--- config.mk ---
export PLATFORM = sky130hd
export DESIGN_NAME = escape_rle_byte_encoder_top
export DESIGN_NICKNAME = d
export VERILOG_FILES = /design/src/erle_pkg.sv /design/src/escape_rle_byte_encoder_top.sv /design/src/erle_plan.sv
export VERILOG_INCLUDE_DIRS = /design/src /design/src/src
export SDC_FILE = /design/constraint.sdc
export NUM_CORES = 1
export LEC_CHECK = 0
export BUFFER_PORTS_ARGS = -buffer_cell sky130_fd_sc_hd__buf_2
export CAP_MARGIN = 10
export CORE_MARGIN = 4
export CORE_UTILIZATION = 55
export CTS_BUF_LIST = sky130_fd_sc_hd__clkbuf_4
export DETAILED_ROUTE_END_ITERATION = 10
export PLACE_DENSITY = 0.76
export SLEW_MARGIN = 20
export SYNTH_ARGS = -nofsm -noshare
export SYNTH_HDL_FRONTEND = slang
export SYNTH_HIERARCHICAL = 1
export SYNTH_SLANG_ARGS = --single-unit
--- constraint.sdc ---
create_clock -name i_clk -period 10.36 [get_ports i_clk]
set_input_delay 2.59 -clock i_clk [delete_from_list [all_inputs] [get_ports i_clk]]
set_output_delay 2.59 -clock i_clk [all_outputs]
set_load 0.01 [all_outputs]
--- src/escape_rle_byte_encoder_top_defines.svh ---
// Assertion macros for the escape RLE byte encoder.
`ifndef ESCAPE_RLE_BYTE_ENCODER_TOP_DEFINES_SVH
`define ESCAPE_RLE_BYTE_ENCODER_TOP_DEFINES_SVH

`ifndef SYNTH
// Same-cycle implication, checked on every rising edge out of reset.
`define ERLE_ASSERT_IMPL(label, clk, rst_n, ante, cons) \
    label: assert property (@(posedge clk) disable iff (!rst_n) (ante) |-> (cons)) \
        else $error("escape_rle_byte_encoder: check failed");
// Next-cycle implication.
`define ERLE_ASSERT_NEXT(label, clk, rst_n, ante, cons) \
    label: assert property (@(posedge clk) disable iff (!rst_n) (ante) |=> (cons)) \
        else $error("escape_rle_byte_encoder: check failed");
`else
`define ERLE_ASSERT_IMPL(label, clk, rst_n, ante, cons)
`define ERLE_ASSERT_NEXT(label, clk, rst_n, ante, cons)
`endif

`endif

--- src/erle_pkg.sv ---
// Shared types and constants of the escape RLE byte encoder.
package erle_pkg;

    localparam int LIST_DEPTH = 6;   // most results one request can cause
    localparam int CNT_W      = 3;

    localparam logic [7:0] RUN_MAX       = 8'd255;
    localparam logic [7:0] MIN_CODED_RUN = 8'd3;
    localparam logic [7:0] ESCAPE_RESET  = 8'hFF;

    localparam logic [7:0] CFG_ESCAPE   = 8'd0;
    localparam logic [7:0] CFG_CAPACITY = 8'd1;

    typedef struct packed {
        logic [7:0] value;
        logic [7:0] length;
    } t_run;

    typedef struct packed {
        logic [LIST_DEPTH-1:0][7:0] bytes;
        logic [CNT_W-1:0]           count;
        logic                       fin;
        logic                       err;
    } t_plan;

endpackage

--- src/escape_rle_byte_encoder_top.sv ---
// Escape RLE byte encoder: stream in raw bytes, stream out coded bytes.
// A taken request loads the result list; each entry then moves into the output register.
// Throughput: one result per cycle while the output is not stalled; a request is taken every cycle while it causes
// at most one result, else once its list (up to six entries) drains, so lone escape
// bytes (three results each) hold back the next request until their list drains.
// Reset (synchronous, active low) drops any open run, clears counts and flags,
// and restores escape 0xFF and full capacity.
`include "escape_rle_byte_encoder_top_defines.svh"

module escape_rle_byte_encoder_top
    import erle_pkg::*;
#(
    parameter int LENGTH_BITS = 24
) (
    input  logic                   i_clk,
    input  logic                   i_rst_n,

    // Config write channel
    input  logic                   i_cfg_valid,
    output logic                   o_cfg_ready,
    input  logic [7:0]             i_cfg_index,
    input  logic [LENGTH_BITS-1:0] i_cfg_data,

    // Byte stream in
    input  logic                   s_axis_tvalid,
    output logic                   s_axis_tready,
    input  logic [7:0]             s_axis_tdata,   // [7:0] data_byte
    input  logic                   s_axis_tlast,   // block_end

    // Coded stream out
    output logic                   m_axis_tvalid,
    input  logic                   m_axis_tready,
    output logic [((8+LENGTH_BITS+7)/8)*8-1:0] m_axis_tdata,
                                   // [7:0] out_byte, [8 +: LENGTH_BITS] encoded_length
    output logic                   m_axis_tlast,   // out_final
    output logic [0:0]             m_axis_tuser    // [0] overflow_error
);

    // Block state
    t_run                   r_run;
    logic [LENGTH_BITS-1:0] r_written;
    logic                   r_overflowed;
    logic [7:0]             r_escape;
    logic [LENGTH_BITS-1:0] r_capacity;

    // Pending result list of the last taken request
    logic [LIST_DEPTH-1:0][7:0] r_bytes;
    logic [CNT_W-1:0]           r_cnt;
    logic                       r_fin;
    logic                       r_err;
    logic [LENGTH_BITS-1:0]     r_len;

    // Output register
    logic                   r_out_valid;
    logic [7:0]             r_out_byte;
    logic                   r_out_fin;
    logic                   r_out_err;
    logic [LENGTH_BITS-1:0] r_out_len;

    // Planner results
    t_plan                  n_plan;
    logic [LENGTH_BITS-1:0] n_final_len;
    t_run                   n_run;
    logic [LENGTH_BITS-1:0] n_written;
    logic                   n_overflowed;

    logic in_accept;
    logic pop;
    logic last_entry;

    // Config writes are always taken; out-of-range indexes fall through.
    assign o_cfg_ready = 1'b1;

    always_ff @(posedge i_clk) begin
        if (!i_rst_n) begin
            r_escape   <= ESCAPE_RESET;
            r_capacity <= '1;
        end else if (i_cfg_valid) begin
            if (i_cfg_index == CFG_ESCAPE) begin
                r_escape <= i_cfg_data[7:0];
            end else if (i_cfg_index == CFG_CAPACITY) begin
                r_capacity <= i_cfg_data;
            end
        end
    end

    erle_plan #(
        .LENGTH_BITS (LENGTH_BITS)
    ) u_plan (
        .i_run        (r_run),
        .i_written    (r_written),
        .i_overflowed (r_overflowed),
        .i_escape     (r_escape),
        .i_capacity   (r_capacity),
        .i_byte       (s_axis_tdata),
        .i_last       (s_axis_tlast),
        .o_plan       (n_plan),
        .o_final_len  (n_final_len),
        .o_run        (n_run),
        .o_written    (n_written),
        .o_overflowed (n_overflowed)
    );

    // Move one list entry into the output register whenever it is free.
    assign pop        = (r_cnt != '0) && (!r_out_valid || m_axis_tready);
    assign last_entry = (r_cnt == CNT_W'(1));

    // Take a new request once the list is empty or its last entry leaves now.
    assign s_axis_tready = (r_cnt == '0) || (last_entry && pop);
    assign in_accept     = s_axis_tvalid && s_axis_tready;

    always_ff @(posedge i_clk) begin
        if (!i_rst_n) begin
            r_run        <= '0;
            r_written    <= '0;
            r_overflowed <= 1'b0;
            r_cnt        <= '0;
        end else if (in_accept) begin
            r_run        <= n_run;
            r_written    <= n_written;
            r_overflowed <= n_overflowed;
            r_cnt        <= n_plan.count;
        end else if (pop) begin
            r_cnt <= r_cnt - CNT_W'(1);
        end
    end

    // List payload: loaded whole, then shifted down one byte per pop.
    always_ff @(posedge i_clk) begin
        if (in_accept) begin
            r_bytes <= n_plan.bytes;
            r_fin   <= n_plan.fin;
            r_err   <= n_plan.err;
            r_len   <= n_final_len;
        end else if (pop) begin
            r_bytes <= r_bytes >> 8;
        end
    end

    always_ff @(posedge i_clk) begin
        if (!i_rst_n) begin
            r_out_valid <= 1'b0;
        end else if (pop) begin
            r_out_valid <= 1'b1;
        end else if (m_axis_tready) begin
            r_out_valid <= 1'b0;
        end
    end

    // Final flags and length ride only on the list's last entry.
    always_ff @(posedge i_clk) begin
        if (pop) begin
            r_out_byte <= r_bytes[0];
            r_out_fin  <= r_fin && last_entry;
            r_out_err  <= r_err && last_entry;
            r_out_len  <= (r_fin && last_entry) ? r_len : '0;
        end
    end

    assign m_axis_tvalid = r_out_valid;
    assign m_axis_tlast  = r_out_fin;
    assign m_axis_tuser  = r_out_err;

    always_comb begin
        m_axis_tdata                     = '0;
        m_axis_tdata[7:0]                = r_out_byte;
        m_axis_tdata[8 +: LENGTH_BITS]   = r_out_len;
    end

    `ERLE_ASSERT_NEXT(a_block_end_clears, i_clk, i_rst_n, in_accept && s_axis_tlast, (r_run.length == '0) && (r_written == '0) && !r_overflowed)
    `ERLE_ASSERT_NEXT(a_run_open_mid_block, i_clk, i_rst_n, in_accept && !s_axis_tlast, r_run.length != '0)
    `ERLE_ASSERT_IMPL(a_list_bound, i_clk, i_rst_n, 1'b1, r_cnt <= CNT_W'(LIST_DEPTH))
    `ERLE_ASSERT_IMPL(a_error_result, i_clk, i_rst_n, r_out_valid && r_out_err, (r_out_byte == '0) && r_out_fin)
    `ERLE_ASSERT_IMPL(a_len_only_final, i_clk, i_rst_n, r_out_valid && !r_out_fin, r_out_len == '0)

endmodule

--- src/erle_plan.sv ---
// Works out the result bytes and next state for one input request.
module erle_plan
    import erle_pkg::*;
#(
    parameter int LENGTH_BITS = 24
) (
    input  t_run                   i_run,
    input  logic [LENGTH_BITS-1:0] i_written,
    input  logic                   i_overflowed,
    input  logic [7:0]             i_escape,
    input  logic [LENGTH_BITS-1:0] i_capacity,
    input  logic [7:0]             i_byte,
    input  logic                   i_last,
    output t_plan                  o_plan,
    output logic [LENGTH_BITS-1:0] o_final_len,
    output t_run                   o_run,
    output logic [LENGTH_BITS-1:0] o_written,
    output logic                   o_overflowed
);

    logic               close_run;
    logic               open_new;
    t_run               cont_run;
    logic               coded_a;
    logic               coded_b;
    logic [CNT_W-1:0]   k_a;
    logic [CNT_W-1:0]   k_b;
    logic [CNT_W-1:0]   k_total;
    logic [2:0][7:0]    a_bytes;
    logic [2:0][7:0]    b_bytes;
    logic [LENGTH_BITS:0] diff;
    logic [CNT_W-1:0]   room;
    logic               over;
    logic [CNT_W-1:0]   emit_cnt;
    logic               new_ovf;
    logic               extra;
    logic [LENGTH_BITS-1:0] written_next;

    // Old run closes on a different byte or when full.
    assign close_run = (i_run.length != 8'd0) &&
                       ((i_byte != i_run.value) || (i_run.length == RUN_MAX));
    assign open_new  = (i_run.length == 8'd0) || close_run;

    always_comb begin
        cont_run.value  = open_new ? i_byte : i_run.value;
        cont_run.length = open_new ? 8'd1 : (i_run.length + 8'd1);
    end

    // Bytes of the closing run.
    assign coded_a = (i_run.length >= MIN_CODED_RUN) || (i_run.value == i_escape);
    assign k_a = !close_run ? '0 : (coded_a ? CNT_W'(3) : i_run.length[CNT_W-1:0]);
    always_comb begin
        a_bytes[0] = coded_a ? i_escape : i_run.value;
        a_bytes[1] = coded_a ? i_run.length : i_run.value;
        a_bytes[2] = i_run.value;
    end

    // Bytes of the run flushed at block end.
    assign coded_b = (cont_run.length >= MIN_CODED_RUN) || (cont_run.value == i_escape);
    assign k_b = !i_last ? '0 : (coded_b ? CNT_W'(3) : cont_run.length[CNT_W-1:0]);
    always_comb begin
        b_bytes[0] = coded_b ? i_escape : cont_run.value;
        b_bytes[1] = coded_b ? cont_run.length : cont_run.value;
        b_bytes[2] = cont_run.value;
    end

    assign k_total = k_a + k_b;

    // Room left under the capacity, saturated to what one request can use.
    assign diff = {1'b0, i_capacity} - {1'b0, i_written};
    always_comb begin
        if (i_overflowed || diff[LENGTH_BITS] || (diff == '0)) begin
            room = '0;
        end else if (diff >= (LENGTH_BITS+1)'(7)) begin
            room = CNT_W'(7);
        end else begin
            room = diff[CNT_W-1:0];
        end
    end

    assign over         = k_total > room;
    assign emit_cnt     = over ? room : k_total;
    assign new_ovf      = i_overflowed || over;
    assign written_next = i_written + LENGTH_BITS'(emit_cnt);
    assign extra        = i_last && (new_ovf || (emit_cnt == '0));

    always_comb begin
        logic [CNT_W-1:0] jj;
        logic [CNT_W-1:0] jb;
        o_plan.count = emit_cnt + CNT_W'(extra);
        o_plan.fin   = i_last;
        o_plan.err   = i_last && new_ovf;
        for (int j = 0; j < LIST_DEPTH; j++) begin
            jj = CNT_W'(j);
            jb = jj - k_a;
            if (jj >= emit_cnt) begin
                o_plan.bytes[j] = 8'd0;
            end else if (jj < k_a) begin
                o_plan.bytes[j] = a_bytes[jj[1:0]];
            end else begin
                o_plan.bytes[j] = b_bytes[jb[1:0]];
            end
        end
    end

    assign o_final_len = written_next;

    always_comb begin
        if (i_last) begin
            o_run        = '0;
            o_written    = '0;
            o_overflowed = 1'b0;
        end else begin
            o_run        = cont_run;
            o_written    = written_next;
            o_overflowed = new_ovf;
        end
    end

endmodule
* Yosys cells after proc, flatten, opt, wreduce, memory -nomap -nowiden
Index checks and enable logic that the tools add are counted.
** Operators by class
- Add/sub/neg operators :: 12
- $lt $le $gt $ge :: 22
- Equal/unequal tests :: 6
- Multiplexer cells :: 46
- Bitwise operators :: 1
- Reduce and logical (&&, ||, !) cells :: 30
** Operator list (number)
- 8-bit two-way mux :: 24
- 8-bit binary-select mux with 2-bit select :: 6
- 48-bit two-way mux :: 2
- 3-bit two-way mux :: 9
- 25-bit by 3-bit >= comparator with 1-bit output, second input constant :: 1
- 25-bit zero test :: 1
- 24-bit by 24-bit subtractor with 25-bit output :: 1
- 24-bit by 3-bit adder with 24-bit output :: 1
- 24-bit two-way mux :: 1
- 2-bit by 3-bit less-than comparator with 1-bit output, second input constant :: 6
- 8-bit equality test :: 2
- 8-bit by 2-bit >= comparator with 1-bit output, second input constant :: 2
- 8-bit zero test :: 2
- 16-bit two-way mux :: 1
- 1-bit logical OR :: 10
- 8-bit by 1-bit adder with 8-bit output, second input constant :: 1
- 8-bit by 1-bit equality test with 1-bit output, second input constant :: 1
- 8-bit equality test, second input constant :: 1
- 1-bit logical AND :: 8
- 8-bit != test :: 1
- 8-bit nonzero test :: 1
- 1-bit by 2-bit subtractor with 2-bit output, first input constant :: 4
- 1-bit by 3-bit >= comparator with 1-bit output, first input constant :: 2
- 2-bit by 3-bit >= comparator with 1-bit output, first input constant :: 2
- other kinds (18) :: 27
** Word-level totals
- Register bits :: 185
- Logic and storage cells :: 138

* Longest topological paths before layout
Gate-level depths: netlist (run 1).
- Word-level depth :: 17
- Mapped depth :: 33
- Gate-level depth less buffers :: 32

* By module
The synthesis (run 1) kept the hierarchy.
** Modules (own cells, without submodules)
- escape_rle_byte_encoder_top :: instances 1, cells each 549, area an instance 7105.6 µm², sequential area each 4784.6 µm²
- erle_plan :: instances 1, cells each 758, area an instance 4589.4 µm², sequential area each 0.0 µm²

* Worst setup path after synthesis (run 1)
Ideal clock, no wire load.
- Path kind :: input to register
- Start point :: input s_axis_tdata[3]
- End point :: register r_written[15]
- Data arrival time :: 8051 ps
- Slack :: 2239 ps
- Stages :: 29
- Path buffers :: 3
- Path through :: clkbuf_1 > xnor2_1 > nand4_1 > nor3_1 > a31oi_1 > clkbuf_1 > clkbuf_1 > a21boi_0 > ha_1 > inv_1 > fa_1 > inv_1 > ha_1 > a21o_1 > a21oi_1 > a31oi_1 > nor2_1 > a311oi_1 > and4b_1 > a32oi_2 > ha_1 > a21o_1 > a21oi_1 > nor2_1 > and3_1 > xnor2_1 > nor2b_1 > nand3_1 > a21oi_1
** On the way
- Word-level cells in the longest chain between the ends :: 14
- Elaborated cells on any way between the ends :: 17
- Classes of those cells :: 2 x add/sub; 2 x order compare; 2 x eq/ne; 7 x mux; 4 x reduce/logical
** Ends and longest elaborated chain
- start: declaration :: RTL line escape_rle_byte_encoder_top.sv:27 : input logic [7:0] s_axis_tdata,
- 8-bit != test :: RTL line erle_plan.sv:41 : ((i_byte != i_run.value) || (i_run.length == RUN_MAX));
- 1-bit logical OR :: RTL line erle_plan.sv:41
- 1-bit logical AND :: RTL line erle_plan.sv:40 : assign close_run = (i_run.length != 8'd0) &&
- 1-bit logical OR :: RTL line erle_plan.sv:42 : assign open_new = (i_run.length == 8'd0) || close_run;
- 8-bit two-way mux (on tied branches) :: RTL line erle_plan.sv:46, erle_plan.sv:45
- 8-bit by 2-bit >= comparator with 1-bit output / 8-bit equality test (equally long branches) :: RTL line erle_plan.sv:59 : assign coded_b = (cont_run.length >= MIN_CODED_RUN) || (cont_run.value == i_escape);
- 1-bit logical OR :: RTL line erle_plan.sv:59
- 3-bit two-way mux (2 in a row) :: RTL line erle_plan.sv:60 : assign k_b = !i_last ? '0 : (coded_b ? CNT_W'(3) : cont_run.length[CNT_W-1:0]);
- 3-bit adder * :: RTL line erle_plan.sv:67 : assign k_total = k_a + k_b;
- 3-bit > comparator :: RTL line erle_plan.sv:81 : assign over = k_total > room;
- 3-bit two-way mux * :: RTL line erle_plan.sv:82 : assign emit_cnt = over ? room : k_total;
- 24-bit by 3-bit adder with 24-bit output * :: RTL line erle_plan.sv:84 : assign written_next = i_written + LENGTH_BITS'(emit_cnt);
- named net n_final_len[15] :: RTL line escape_rle_byte_encoder_top.sv:62 : logic [LENGTH_BITS-1:0] n_final_len;
- 24-bit two-way mux * :: RTL line erle_plan.sv:109 : if (i_last) begin
- named net n_written[15] :: RTL line escape_rle_byte_encoder_top.sv:64 : logic [LENGTH_BITS-1:0] n_written;
- end signal: assignment :: RTL line escape_rle_byte_encoder_top.sv:120 : r_written <= n_written;
- end: declaration :: RTL line escape_rle_byte_encoder_top.sv:41 : logic [LENGTH_BITS-1:0] r_written;
Mark *: on every way through the listed nets, which the timed path passes. The rest lies on a longest branch.
A chain may end at the register's enable or synchronous reset.

* Worst setup path after layout (run 1)
- Start point :: input s_axis_tdata[7]
- End point :: register r_written[23]
Same word-level chain as after synthesis.

==> results.sh, run 1 <==
export IMPL_synth_area_um2=11700
export IMPL_clk_latency_ns=0.60
export IMPL_ys_warn_count=6
export IMPL_avgSynthCellArea_um2=8.95
export IMPL_wl_per_cell_um=19.6
export IMPL_multi_input_area_um2=6300
export IMPL_dp_hpwl_um=22900
export IMPL_pin_count=83
export IMPL_cts_root_buf="clkbuf_4"
export IMPL_reg2reg_to="r_written[23]"
export IMPL_syn_nets=1394
export IMPL_fin_tns_setup_ns=0
export IMPL_final_area_um2=12400
export IMPL_endpoint_kind="register"
export IMPL_r2r_setup_slack_ns=2.95
export IMPL_grt_total_usage=0.260
export IMPL_drtAntennaViolNets=0
export IMPL_slew_headroom=0.346
export IMPL_htreeDepth=4
export IMPL_reg2reg_depth=29
export IMPL_met2_usage=0.373
export IMPL_finalHoldViolations=0
export IMPL_fmax_mhz=120
export IMPL_synth_xor_area_frac=0.0464
export IMPL_grt_first_pass_wirelength_um=49800
export IMPL_avgViaCountPerCell=6.16
export IMPL_synthSimpleGateAreaFrac=0.211
export IMPL_startpoint_type="input port"
export IMPL_die_w_um=154
export IMPL_antenna_found_initial=1
export IMPL_synth_cell_types=85
export IMPL_rr_startpoint="r_run[0]"
export IMPL_cts_setup_buffers=0
export IMPL_place_congestion=0.995
export IMPL_synth_top_area_frac=0.277
export IMPL_clk_pin_slew_ns=0.18
export IMPL_drt_initial_drc_count=1169
export IMPL_synth_area_leaders="edfxtp_1 28%, dfxtp_1 13%, a21oi_1 5.9%"
export IMPL_clock_sinks=185
export IMPL_cts_tree="yes"
export IMPL_max_cap_viol_count=0
export IMPL_synth_top_family_by_area="simple AND/OR/NAND/NOR gates"
export IMPL_cts_resized=0
export IMPL_synthArstFlopShare=0
export IMPL_gr_usage_met3=0.0473
export IMPL_drc=0
export IMPL_die_h_um=154
export IMPL_seqCellArea_um2=4780
export IMPL_synth_seq_cells=185
export IMPL_grt_max_degree=53
export IMPL_final_common_cell="nand2_1"
export IMPL_cts_hold_buffers_added=0
export IMPL_synth_edf_count=108
export IMPL_synth_adder_area_share=0.0458
export IMPL_numCtsBuffers=17
export IMPL_placed_area_um2=12100
export IMPL_p_leak_nw=4.78
export IMPL_portBuffers=81
export IMPL_core_um2=21000
export IMPL_clk_path_buf_depth=2
export IMPL_dieArea_um2=23700
export IMPL_filler_cell_count=1911
export IMPL_slew_viol_final=0
export IMPL_initial_core_util=0.558
export IMPL_hold_class="register to register"
export IMPL_worstPathRequired_ns=10.86
export IMPL_seq_area_frac_synth=0.409
export IMPL_setup_viol=0
export IMPL_crit_type="input port to register"
export IMPL_syn_inst=1307
export IMPL_synth_ff_type="edfxtp_1"
export IMPL_fin_crit_sh=0.806
export IMPL_worstSetupEndpoint="r_written[23]"
export IMPL_synth_compound_area_frac=0.172
export IMPL_finClkSkew_ns=0.0293
export IMPL_grt_setup_unrepaired="false"
export IMPL_fin_nets=1413
export IMPL_grt_ovfl_total=0
export IMPL_muxShareOfSynthArea=0.0603
export IMPL_critPathLaunch="s_axis_tdata[7]"
export IMPL_yosysTopAreaCell="edfxtp_1"
export IMPL_tightest_slew_ns=0.980
export IMPL_wl_um=31700
export IMPL_status="completed"
export IMPL_drive_gt1_frac=0.142
export IMPL_busiest_layer="met1"
export IMPL_arrival_ns=8.86
export IMPL_grt_pass1_vias=8955
export IMPL_crit_fanout=30
export IMPL_dr_total_vias=9946
export IMPL_irDropWorstVdd_uv=213
export IMPL_placement_rows=53
export IMPL_met1_usage=0.417
export IMPL_drt_first_pass_iters=6
export IMPL_syn2layout_area_growth_pct=6.30
export IMPL_mostFrequentLayoutCells="145 x nand2_1, 139 x a21oi_1, 108 x edfxtp_1, 93 x nor2_1, 91 x nand3_1"
export IMPL_period_minus_slack_ns=8.36
export IMPL_powerDensity_nw_per_um2=186
-- logic make-up after synthesis --
kind of cell / after synthesis
DFF: 185
xor gates and xnor gates: 62
other: 1
and+or+nand+nor: 498
AOI/OAI and AO/OA: 324
adders and majority gates: 41
muxes: 52
buffers and inverters: 144
-- Yosys cell counts, types with 4 or more instances --
library cell and count:
buf_4 4, a21boi_0 4, o211ai_1 5, a22o_1 7
or3_1 4, and2_1 7, clkbuf_1 64, buf_1 7
nor2b_1 35, a211o_1 5, nand2_1 145, and3_1 42
xor2_1 17, edfxtp_1 108, inv_1 50, mux2_4 36
or2_2 4, mux2_2 4, dfxtp_1 77, o21ai_0 72
a21o_1 15, a211oi_1 14, o221ai_1 4, a21oi_1 139
nand4_1 16, nand3_1 91, nor4_1 6, buf_2 11
nand2b_1 9, nor2_1 95, mux2i_1 12, a22oi_1 5
a221oi_1 7, xnor2_1 45, nor3b_1 5, nor3_1 19
ha_1 38, a31oi_1 4, o21a_1 7
-- layout make-up --
type / instances / area share
sequential: 185 / 0.385
clock inverter: 15 / 0.0153
timing repair buffer: 92 / 0.0393
antenna: 1 / 0.000201
tap: 275 / 0.0277
clock buffer: 17 / 0.0103
inverter: 52 / 0.0159
multi-input combinational: 978 / 0.507
-- worst min-delay path by stage --
stage                           from             to  slack (ns)  cells after the start
after floorplan           r_bytes[0]  r_out_byte[0]        0.40                      0
after global placement    r_bytes[4]  r_out_byte[4]        0.40                      0
after detailed placement  r_bytes[5]  r_out_byte[5]        0.41                      0
after CTS                 r_bytes[4]  r_out_byte[4]        0.43                      0
after global routing      r_bytes[4]  r_out_byte[4]        0.44                      0
final                     r_bytes[4]  r_out_byte[4]        0.44                      0
-- state kept, by name, indices dropped and copies added, names as in the netlist, 8 cells and up --
name and flops:
r_out_byte 8, r_escape 8, r_len 24, r_bytes 48
r_out_len 24, r_capacity 24, r_written 24, r_run 16
-- worst max-delay path, stage by stage --
cell and delay [ns]:
buf_2 0.20, xnor2_1 0.14, nand4_1 0.10, nor3_1 0.42, a31oi_2 0.14, buf_4 0.26, inv_1 0.22, o21ai_0 0.19
fa_1 0.65, inv_1 0.06, ha_1 0.29, a21o_1 0.11, a21oi_1 0.10, a31oi_1 0.43, nor2_1 0.19, a311oi_1 0.30
and4b_1 0.25, a32oi_2 0.21, ha_1 0.36, a21o_1 0.11, a21oi_1 0.11, nor2_1 0.36, nand2_1 0.18, nor4_1 0.29
xnor2_1 0.19, nor2b_1 0.17, nand3_1 0.08, a21oi_1 0.14
-- metal layers --
layer,share of wire,up-vias
met5,0,-
met2,0.43,452
li1,-,4733
met1,0.47,4742
met3,0.095,19
met4,0.0083,0
-- power breakdown --
part / total (mW) / internal, mW / switching, mW / leakage, nW
Sequential: 1.15 / 1.08 / 0.0684 / 1.72
Combinational: 0.729 / 0.266 / 0.463 / 2.89
Clock: 0.431 / 0.119 / 0.312 / 0.169
Total: 2.31 / 1.47 / 0.843 / 4.78
-- stage by stage --
stage	hold slack (ns)	util	instances	power, mW	setup slack (ns)
finish	0.436	0.593	1615	2.31	2.00
floorplan	0.400	-	1307	1.72	2.24
detailed placement	0.413	0.578	1582	1.90	1.54
global route	0.436	0.593	1615	2.43	1.45
global placement	0.403	0.578	1582	1.88	1.72
CTS	0.435	0.593	1614	2.33	2.16
Note: power is estimated with default switching activity, not from simulation.
==> run 2: changes to the inputs <==
Settings changed: PLACE_DENSITY 0.76 to 0.79.
Clock period 10.36 ns to 6.85 ns, I/O delays scaled along.
==> results.sh, run 2 (synthesis gave the netlist of run 1 again) <==
export IMPL_wl_um=32700
export IMPL_worstPathRequired_ns=7.38
export IMPL_cp_slowest_stage_delay_ns=0.54
export IMPL_place_congestion=0.963
export IMPL_dr_total_vias=10200
export IMPL_finalHoldViolations=0
export IMPL_crit_fanout=7
export IMPL_htreeDepth=4
export IMPL_mostFrequentLayoutCells="145 x nand2_1, 137 x a21oi_1, 108 x edfxtp_1, 92 x nor2_1, 91 x nand3_1"
export IMPL_fin_crit_sh=0.951
export IMPL_cts_setup_buffers=0
export IMPL_slew_viol_final=0
export IMPL_grt_total_usage=0.272
export IMPL_grt_first_pass_wirelength_um=52000
export IMPL_core_um2=21000
export IMPL_critPathLaunch="r_capacity[0]"
export IMPL_hold_class="register to register"
export IMPL_max_flop_register="r_bytes"
export IMPL_grt_ovfl_total=0
export IMPL_largest_register_ffs=48
export IMPL_crit_top_cell="a21oi_1"
export IMPL_status="completed"
export IMPL_irDropWorstVdd_uv=185
export IMPL_cp_slowest_cell="a2111o_1"
export IMPL_cts_tree="yes"
export IMPL_finClkSkew_ns=0.0346
export IMPL_clk_pin_slew_ns=0.17
export IMPL_syn2layout_area_growth_pct=9.01
export IMPL_drive_gt1_frac=0.166
export IMPL_fin_nets=1441
export IMPL_p_leak_nw=4.95
export IMPL_crit_family="simple AND/OR/NAND/NOR gates"
export IMPL_fin_tns_setup_ns=0
export IMPL_fmax_mhz=154
export IMPL_grt_max_degree=53
export IMPL_cts_resized=0
export IMPL_antenna_found_initial=1
export IMPL_dieArea_um2=23700
export IMPL_cts_root_buf="clkbuf_4"
export IMPL_powerDensity_nw_per_um2=279
export IMPL_tightest_slew_ns=0.997
export IMPL_placed_area_um2=12400
export IMPL_startpoint_type="register"
export IMPL_final_common_cell="nand2_1"
export IMPL_placement_rows=53
export IMPL_clk_latency_ns=0.60
export IMPL_final_area_um2=12700
export IMPL_clk_path_buf_depth=2
export IMPL_drtAntennaViolNets=0
export IMPL_avgViaCountPerCell=6.22
export IMPL_holdCritStartpoint="r_bytes[7]"
export IMPL_drt_first_pass_iters=6
export IMPL_dp_hpwl_um=23500
export IMPL_arrival_ns=7.05
export IMPL_die_w_um=154
export IMPL_setup_viol=0
export IMPL_wl_per_cell_um=19.9
export IMPL_max_cap_viol_count=0
export IMPL_slew_headroom=0.334
export IMPL_die_h_um=154
export IMPL_cts_hold_buffers_added=0
export IMPL_rr_startpoint="r_capacity[0]"
export IMPL_drt_initial_drc_count=1447
export IMPL_numCtsBuffers=17
export IMPL_pin_count=83
export IMPL_drc=0
export IMPL_cp_num_buf_inv=2
export IMPL_initial_core_util=0.558
export IMPL_grt_pass1_vias=9427
export IMPL_crit_type="register to register"
export IMPL_clock_sinks=185
export IMPL_period_minus_slack_ns=6.51
export IMPL_endpoint_kind="register"
export IMPL_portBuffers=81
-- run 2: area by class of cell --
type | count | area, µm²
multi-input combinational | 978 | 6390
timing repair buffer | 120 | 698
inverter | 52 | 198
clock inverter | 14 | 198
tap | 275 | 344
sequential | 185 | 4780
antenna | 2 | 5.00
clock buffer | 18 | 135
fill | 1854 | 8210
-- run 2: power by group --
group	switching, mW	leakage [nW]	internal, mW	total, mW
Combinational	0.711	3.05	0.416	1.13
Clock	0.445	0.178	0.245	0.690
Sequential	0.100	1.72	1.64	1.74
-- run 2: path summary, 6_finish.rpt --
kind	to	slack, ns	cells after the start
setup reg to reg	r_written[20]	0.34	28
hold / removal	r_out_byte[7]	0.43	0
setup / recovery	r_written[20]	0.34	28
hold reg to reg	r_out_byte[7]	0.43	0
-- run 2: per-stage QoR --
stage / setup slack, ns / util / power (mW) / instances / hold slack (ns)
final: 0.336 / 0.608 / 3.56 / 1644 / 0.434
after global routing: -0.0410 / 0.608 / 3.74 / 1644 / 0.448
after CTS: 0.438 / 0.607 / 3.58 / 1642 / 0.430
after detailed placement: -0.00358 / 0.591 / 2.90 / 1610 / 0.405
after global placement: 0.121 / 0.591 / 2.87 / 1610 / 0.402
after floorplan: 0.0274 / - / 2.60 / 1307 / 0.400
-- run 2: layer usage --
layer	vias up	GRT usage	routed length (µm)
li1	4784	-	-
met1	4833	0.430	15300
met2	558	0.381	13600
met3	46	0.0566	3290
met4	0	0.0614	535
met5	-	0	0
